`src/hdl/hcbd_pkg.sv`:
```
// Shared constants, codes and the hex digit decoder for the chunked body decoder.
`timescale 1ns / 1ps
package hcbd_pkg;

    localparam int SIZE_BITS_DEFAULT = 32;

    localparam logic [7:0] CHAR_SPACE = 8'h20;
    localparam logic [7:0] CHAR_TAB   = 8'h09;
    localparam logic [7:0] CHAR_LF    = 8'h0A;

    localparam logic [1:0] STATUS_OK        = 2'd0;
    localparam logic [1:0] STATUS_EMPTY     = 2'd1;
    localparam logic [1:0] STATUS_TRUNCATED = 2'd2;
    localparam logic [1:0] STATUS_SATURATED = 2'd3;

    localparam logic [1:0] SKIP_CRLF = 2'd2;

    typedef struct packed {
        logic       ok;
        logic [3:0] val;
    } hex_t;

    function automatic hex_t hex_decode(input logic [7:0] b);
        hex_t h;
        h.ok  = 1'b0;
        h.val = 4'd0;
        if (b >= 8'h30 && b <= 8'h39) begin
            h.ok  = 1'b1;
            h.val = 4'(b - 8'h30);
        end
        else if (b >= 8'h61 && b <= 8'h66) begin
            h.ok  = 1'b1;
            h.val = 4'(b - 8'h57);
        end
        else if (b >= 8'h41 && b <= 8'h46) begin
            h.ok  = 1'b1;
            h.val = 4'(b - 8'h37);
        end
        return h;
    endfunction

endpackage

```
`src/hdl/http_chunked_body_decoder_unit.sv`:
```
// Chunked transfer body decoder: raw body words in, decoded payload words out.
//
// Input channel (in_valid/in_ready): one raw body byte per word, end_of_body
// marks the last byte of a body. Output channel (out_valid/out_ready): at most
// one word per input word; is_data flags a payload byte, last flags the final
// word of a body and then status holds ok, empty, truncated or saturated.
// Size lines, chunk trailers and bytes after the terminating zero size give
// no output word unless they carry end_of_body.
// An accepted word is held in the input register and decoded there; its
// result is loaded into the output register when the decode step advances.
// Throughput is one word per cycle while the receiver does not stall, set
// by the single decode step between the two registers.
// When the receiver stalls the output register holds its word; the input
// register keeps taking words that give no result, and a word that does give
// one waits there, which then drops in_ready.
// Reset clears both registers and returns the decoder to the start of a size
// line. After a word with end_of_body the decoder is back in that state.
`timescale 1ns / 1ps
module http_chunked_body_decoder_unit #(
    parameter int SIZE_BITS = hcbd_pkg::SIZE_BITS_DEFAULT
) (
    input  logic       clk,
    input  logic       rst_n,
    input  logic       in_valid,
    output logic       in_ready,
    input  logic [7:0] in_byte,
    input  logic       end_of_body,
    output logic       out_valid,
    input  logic       out_ready,
    output logic [7:0] out_byte,
    output logic       is_data,
    output logic       last,
    output logic [1:0] status
);

    typedef enum logic [2:0] {
        PH_LEAD,
        PH_DIGITS,
        PH_REST,
        PH_DATA,
        PH_SKIP,
        PH_DONE
    } phase_t;

    phase_t                 phase_reg, phase_next;
    logic [SIZE_BITS-1:0]   acc_reg, acc_next;
    logic [SIZE_BITS-1:0]   rem_reg, rem_next;
    logic [1:0]             skip_reg, skip_next;
    logic                   seen_reg, seen_next;
    logic                   ovf_reg, ovf_next;

    logic                   in_valid_reg;
    logic [7:0]             in_byte_reg;
    logic                   in_eob_reg;

    logic                   out_valid_reg;
    logic [7:0]             out_byte_reg;
    logic                   is_data_reg;
    logic                   last_reg;
    logic [1:0]             status_reg;

    hcbd_pkg::hex_t         hx;
    logic                   is_ws;
    logic                   is_lf;
    logic                   acc_zero;
    logic                   acc_sat;
    logic [SIZE_BITS-1:0]   acc_digit;
    logic [SIZE_BITS-1:0]   rem_dec;
    logic                   data;
    logic                   trunc;
    logic [1:0]             status_next;
    logic                   produce;
    logic                   advance;

    assign hx        = hcbd_pkg::hex_decode(in_byte_reg);
    assign is_ws     = (in_byte_reg == hcbd_pkg::CHAR_SPACE) ||
                       (in_byte_reg == hcbd_pkg::CHAR_TAB);
    assign is_lf     = (in_byte_reg == hcbd_pkg::CHAR_LF);
    assign acc_zero  = (acc_reg == '0);
    assign acc_sat   = |acc_reg[SIZE_BITS-1 -: 4];
    assign acc_digit = (acc_reg << 4) | SIZE_BITS'(hx.val);
    assign rem_dec   = rem_reg - SIZE_BITS'(1);

    // decode step
    always_comb
    begin
        phase_next = phase_reg;
        acc_next   = acc_reg;
        rem_next   = rem_reg;
        skip_next  = skip_reg;
        seen_next  = seen_reg;
        ovf_next   = ovf_reg;
        data       = 1'b0;

        case (phase_reg)
            PH_DIGITS, PH_LEAD:
            begin
                if (!(phase_reg == PH_LEAD && is_ws)) begin
                    if (hx.ok) begin
                        phase_next = PH_DIGITS;
                        if (acc_sat) begin
                            acc_next = '1;
                            ovf_next = 1'b1;
                        end
                        else begin
                            acc_next = acc_digit;
                        end
                    end
                    else if (acc_zero) begin
                        phase_next = PH_DONE;
                    end
                    else if (is_lf) begin
                        rem_next   = acc_reg;
                        acc_next   = '0;
                        phase_next = PH_DATA;
                    end
                    else begin
                        phase_next = PH_REST;
                    end
                end
            end
            PH_REST:
            begin
                if (is_lf) begin
                    if (acc_zero) begin
                        phase_next = PH_DONE;
                    end
                    else begin
                        rem_next   = acc_reg;
                        acc_next   = '0;
                        phase_next = PH_DATA;
                    end
                end
            end
            PH_DATA:
            begin
                data      = 1'b1;
                seen_next = 1'b1;
                rem_next  = rem_dec;
                if (rem_dec == '0) begin
                    skip_next  = hcbd_pkg::SKIP_CRLF;
                    phase_next = PH_SKIP;
                end
            end
            PH_SKIP:
            begin
                if (skip_reg != 2'd0) begin
                    skip_next = skip_reg - 2'd1;
                end
                if (skip_reg <= 2'd1) begin
                    phase_next = PH_LEAD;
                end
            end
            PH_DONE:
            begin
                phase_next = PH_DONE;
            end
            default:
            begin
                phase_next = PH_LEAD;
            end
        endcase

        trunc = (phase_next == PH_DATA) || (phase_next == PH_REST) ||
                (phase_next == PH_DIGITS && acc_next != '0);
        if (!in_eob_reg) begin
            status_next = hcbd_pkg::STATUS_OK;
        end
        else if (ovf_next) begin
            status_next = hcbd_pkg::STATUS_SATURATED;
        end
        else if (trunc) begin
            status_next = hcbd_pkg::STATUS_TRUNCATED;
        end
        else if (!seen_next) begin
            status_next = hcbd_pkg::STATUS_EMPTY;
        end
        else begin
            status_next = hcbd_pkg::STATUS_OK;
        end

        if (in_eob_reg) begin
            phase_next = PH_LEAD;
            acc_next   = '0;
            rem_next   = '0;
            skip_next  = 2'd0;
            seen_next  = 1'b0;
            ovf_next   = 1'b0;
        end
    end

    assign produce  = data || in_eob_reg;
    assign advance  = in_valid_reg && (!produce || !out_valid_reg || out_ready);
    assign in_ready = !in_valid_reg || advance;

    always_ff @(posedge clk or negedge rst_n)
    begin
        if (!rst_n) begin
            in_valid_reg  <= 1'b0;
            out_valid_reg <= 1'b0;
            phase_reg     <= PH_LEAD;
            acc_reg       <= '0;
            rem_reg       <= '0;
            skip_reg      <= 2'd0;
            seen_reg      <= 1'b0;
            ovf_reg       <= 1'b0;
        end
        else begin
            if (in_ready) begin
                in_valid_reg <= in_valid;
            end
            if (advance) begin
                phase_reg <= phase_next;
                acc_reg   <= acc_next;
                rem_reg   <= rem_next;
                skip_reg  <= skip_next;
                seen_reg  <= seen_next;
                ovf_reg   <= ovf_next;
            end
            if (advance && produce) begin
                out_valid_reg <= 1'b1;
            end
            else if (out_ready) begin
                out_valid_reg <= 1'b0;
            end
        end
    end

    // payload registers
    always_ff @(posedge clk)
    begin
        if (in_ready && in_valid) begin
            in_byte_reg <= in_byte;
            in_eob_reg  <= end_of_body;
        end
        if (advance && produce) begin
            out_byte_reg <= data ? in_byte_reg : 8'd0;
            is_data_reg  <= data;
            last_reg     <= in_eob_reg;
            status_reg   <= status_next;
        end
    end

    assign out_valid = out_valid_reg;
    assign out_byte  = out_byte_reg;
    assign is_data   = is_data_reg;
    assign last      = last_reg;
    assign status    = status_reg;

    a_data_has_count: assert property (@(posedge clk) disable iff (!rst_n)
        phase_reg == PH_DATA |-> rem_reg != '0)
        else $error("data phase with zero bytes remaining");

    a_skip_has_count: assert property (@(posedge clk) disable iff (!rst_n)
        phase_reg == PH_SKIP |-> skip_reg != 2'd0)
        else $error("trailer skip with zero count");

    a_eob_restarts: assert property (@(posedge clk) disable iff (!rst_n)
        advance && in_eob_reg |=> phase_reg == PH_LEAD && !seen_reg && !ovf_reg)
        else $error("decoder not back at size line start after end of body");

    a_status_with_last: assert property (@(posedge clk) disable iff (!rst_n)
        out_valid_reg && status_reg != hcbd_pkg::STATUS_OK |-> last_reg)
        else $error("status set on a word without last");

endmodule

```
`config.mk`:
```
export PLATFORM = sky130hd
export DESIGN_NAME = http_chunked_body_decoder_unit
export DESIGN_NICKNAME = d
export VERILOG_FILES = /design/src/hdl/hcbd_pkg.sv /design/src/hdl/http_chunked_body_decoder_unit.sv
export SDC_FILE = /design/constraint.sdc
export NUM_CORES = 1
export LEC_CHECK = 0
export ABC_AREA = 1
export ABC_CLOCK_PERIOD_IN_PS = 7400
export BUFFER_PORTS_ARGS = -buffer_cell sky130_fd_sc_hd__buf_4
export CORE_ASPECT_RATIO = 0.8
export CORE_UTILIZATION = 30
export CTS_CLUSTER_SIZE = 30
export DETAILED_ROUTE_END_ITERATION = 8
export SYNTH_ARGS = -nofsm -noshare
export SYNTH_HDL_FRONTEND = slang
export SYNTH_SLANG_ARGS = --single-unit
```
`constraint.sdc`:
```
create_clock -name clk -period 7.4 [get_ports clk]
set_input_delay 1.48 -clock clk [delete_from_list [all_inputs] [get_ports clk]]
set_output_delay 1.48 -clock clk [all_outputs]
set_load 0.02 [all_outputs]
```
==> metrics.yaml <==
timing:
  fin_ws_ns: 3.06
  period_minus_slack_ns: 4.34
  relSlewSlack_pct: 30.3
  max_freq_mhz: 230
  finalSetupViolations: 0
  finalMaxSlewViolations: 0
  fin_crit_sh_pct: 58.6
  final-hold-violation-count: 0
  rsz0062_at_grt: "false"
  finalSetupTns_ns: 0
  skew_ns: 0.00890
  tightest_slew_ns: 1.04
  whs_ns: 0.498
min_path:
  worstHoldPathType: "reg -> reg"
  holdPathStages: 2
floorplanning:
  row_count: 49
  die_w_um: 171
  start_util_pct: 30.6
  io_pins: 27
  dieArea_um2: 23600
  coreArea_um2: 22500
  die_y_um: 138
clock_network:
  cts_setup_buffers: 0
  clk_pin_slew_ns: 0.08
  cts_resized: 0
  h-tree-depth: 3
  cts_tree: "yes"
  clk-insertion-delay-late_ns: 0.37
  clock_sinks: 94
  postCtsHoldBufs: 0
  clockBufferDepth: 2
  cts_buffers: 9
  cts_root_buf: "clkbuf_16"
global_route:
  antenna_found_initial: 0
  grt_pass1_vias: 6207
  grt_pass1_wl_mm: 33.2
  overflow: 0
  grt_usage_pct: 18.3
  grt_max_degree: 74
layout:
  antenna_cells: 0
  syn_to_final_growth_pct: 10.3
  nets: 1051
  final_area_um2: 7600
  nFillCells: 2445
  instances_no_fill: 1340
  drive_gt1_share_pct: 9.77
  final_util_pct: 33.8
synthesis:
  synth_commonest_cells: "nand2_1 (303), nor2_1 (165), inv_1 (93)"
  yosysMostFrequentCell: "nand2_1"
  yosys.area.top_type_share_pct: 26.5
  ys_warn_count: 0
  ys_seq_area_share_pct: 35.7
  synthesis.area_per_instance_um2: 6.75
  synth_seq_cells: 94
  synth_edf_count: 21
  synthArstFlopShare_pct: 77.7
  syn_nets: 1043
  yosys.area.top_type: "dfrtp_1"
  synth_cell_type_count: 44
  netlist_instances: 1021
  synth_area_leaders: "dfrtp_1 (27%), nand2_1 (17%), edfxtp_1 (9.2%), nor2_1 (9.0%), nand3_1 (5.6%)"
  syn_area_um2: 6890
  ys.flop_type: "dfrtp_1"
power_and_ir_drop:
  finalPower_mw: 2.74
  vdd_drop_max_mv: 0.162
  leakage_nw: 3.52
  pwr_density_cell_nw_per_um2: 360
setup_path:
  cpMostUsedCell: "nor2_2"
  critPathKind: "reg -> out"
  crit_family: "simple AND/OR/NAND/NOR gates"
  cp_cell_sequence: "inv_2 > nand2_2 > nor2_2 > nor2_2 > inv_1 > nand4_1 > buf_4"
  endpoint_kind: "output pin"
  cp_max_fo: 24
  critPathMaxStageDelay_ns: 0.79
  cp.arrival_ns: 2.86
  cp.depth: 7
  crit_buf_inv: 3
  worstPathRequired_ns: 5.92
  rr_worst_depth: 12
  crit_slowest_cell: "nor2_2"
  startpoint_type: "flip-flop"
routing:
  vias: 6780
  drc_errors: 0
  wl_per_cell_um: 15.3
  drt-initial-drc-count: 666
  ant_nets: 0
  wl_mm: 20.5
  dr.pass1.iters: 6
  viasPerCell: 5.06
placed_design:
  dp_hpwl_mm: 14.5
  io_buffers: 26
  dp_slack_ns: 3.36
  placed_area_um2: 7300
  dp_cells: 1324
  routabilityCongestion: 0.909
job:
  drv_cap: 0
run_status:
  status: "completed"
-- power breakdown --
group / internal [mW] / total [mW] / switching [mW]
Clock: 0.237 / 0.479 / 0.241
Sequential: 0.668 / 0.833 / 0.165
Combinational: 0.450 / 1.42 / 0.974
Total: 1.35 / 2.74 / 1.38
-- metal layers --
layer	global-route usage (%)	routed length, um	vias to the layer above
met5	0	0	-
met4	5.95	311	0
met3	3.59	1600	26
met2	27.3	8940	274
met1	26.3	9630	3175
li1	-	-	3305
-- layout by cell type (no fill, tap or decap), types with 2 or more instances in the layout --
master and instances:
ha_1 9, a22oi_1 19, nand3b_1 10, nand2_4 2
xnor2_1 7, inv_8 2, o211ai_1 3, a31oi_1 3
nor2_2 7, clkbuf_16 9, nor3_1 5, a22o_1 2
inv_6 3, o21ai_0 69, nand3_2 6, inv_2 10
nand2_1 303, o21ai_1 3, nand4_1 14, o22ai_1 6
nand2_2 15, edfxtp_1 21, nand3_1 77, xor2_1 19
inv_1 93, nor2_4 4, buf_4 32, a21oi_1 29
nor2_1 164, dfrtp_1 73
-- worst register-to-register path: stages, from the launching register on --
cell     delay, ns
dfrtp_1       0.45
inv_2         0.10
nand2_2       0.11
nor2_2        0.09
nor2_2        0.79
inv_1         0.50
a31oi_4       0.24
buf_4         0.36
inv_2         0.19
nor2_2        0.60
buf_4         0.40
nand2_1       0.09
o21ai_0       0.08
-- area by class of cell --
| cell class | count | area [um2] | share of cell area, % |
|---|---|---|---|
| flip-flops and latches | 94 | 2460 | 32.3 |
| clock inverters | 7 | 67.6 | 0.889 |
| clock buffers | 9 | 225 | 2.96 |
| inverters | 105 | 402 | 5.29 |
| repair buffers | 32 | 240 | 3.16 |
| multi-input cells | 787 | 3820 | 50.3 |
| well taps | 306 | 383 | 5.04 |
-- kinds of logic after synthesis --
kind of cell	share of synthesized area, %
compound gates	11.8
flops	35.7
fa+ha+maj	1.63
simple gates	38.7
buf+inv	8.86
xor+xnor	3.31
-- path summary, 6_finish.rpt --
kind,slack [ns],start,end
min in group asynchronous,1.27,rst_n,rem_reg[8]$_DFFE_PN0P_
max in group asynchronous,5.48,rst_n,rem_reg[22]$_DFFE_PN0P_
worst min register to register,0.50,skip_reg[1]$_DFFE_PN0P_,skip_reg[1]$_DFFE_PN0P_
worst max-delay path,3.06,phase_reg[2]$_DFFE_PN0P_,in_ready
worst min-delay path,0.50,skip_reg[1]$_DFFE_PN0P_,skip_reg[1]$_DFFE_PN0P_
worst max register to register,3.29,phase_reg[2]$_DFFE_PN0P_,acc_reg[7]$_DFFE_PN0P_
No activity file was read; power rests on OpenSTA's default activity.
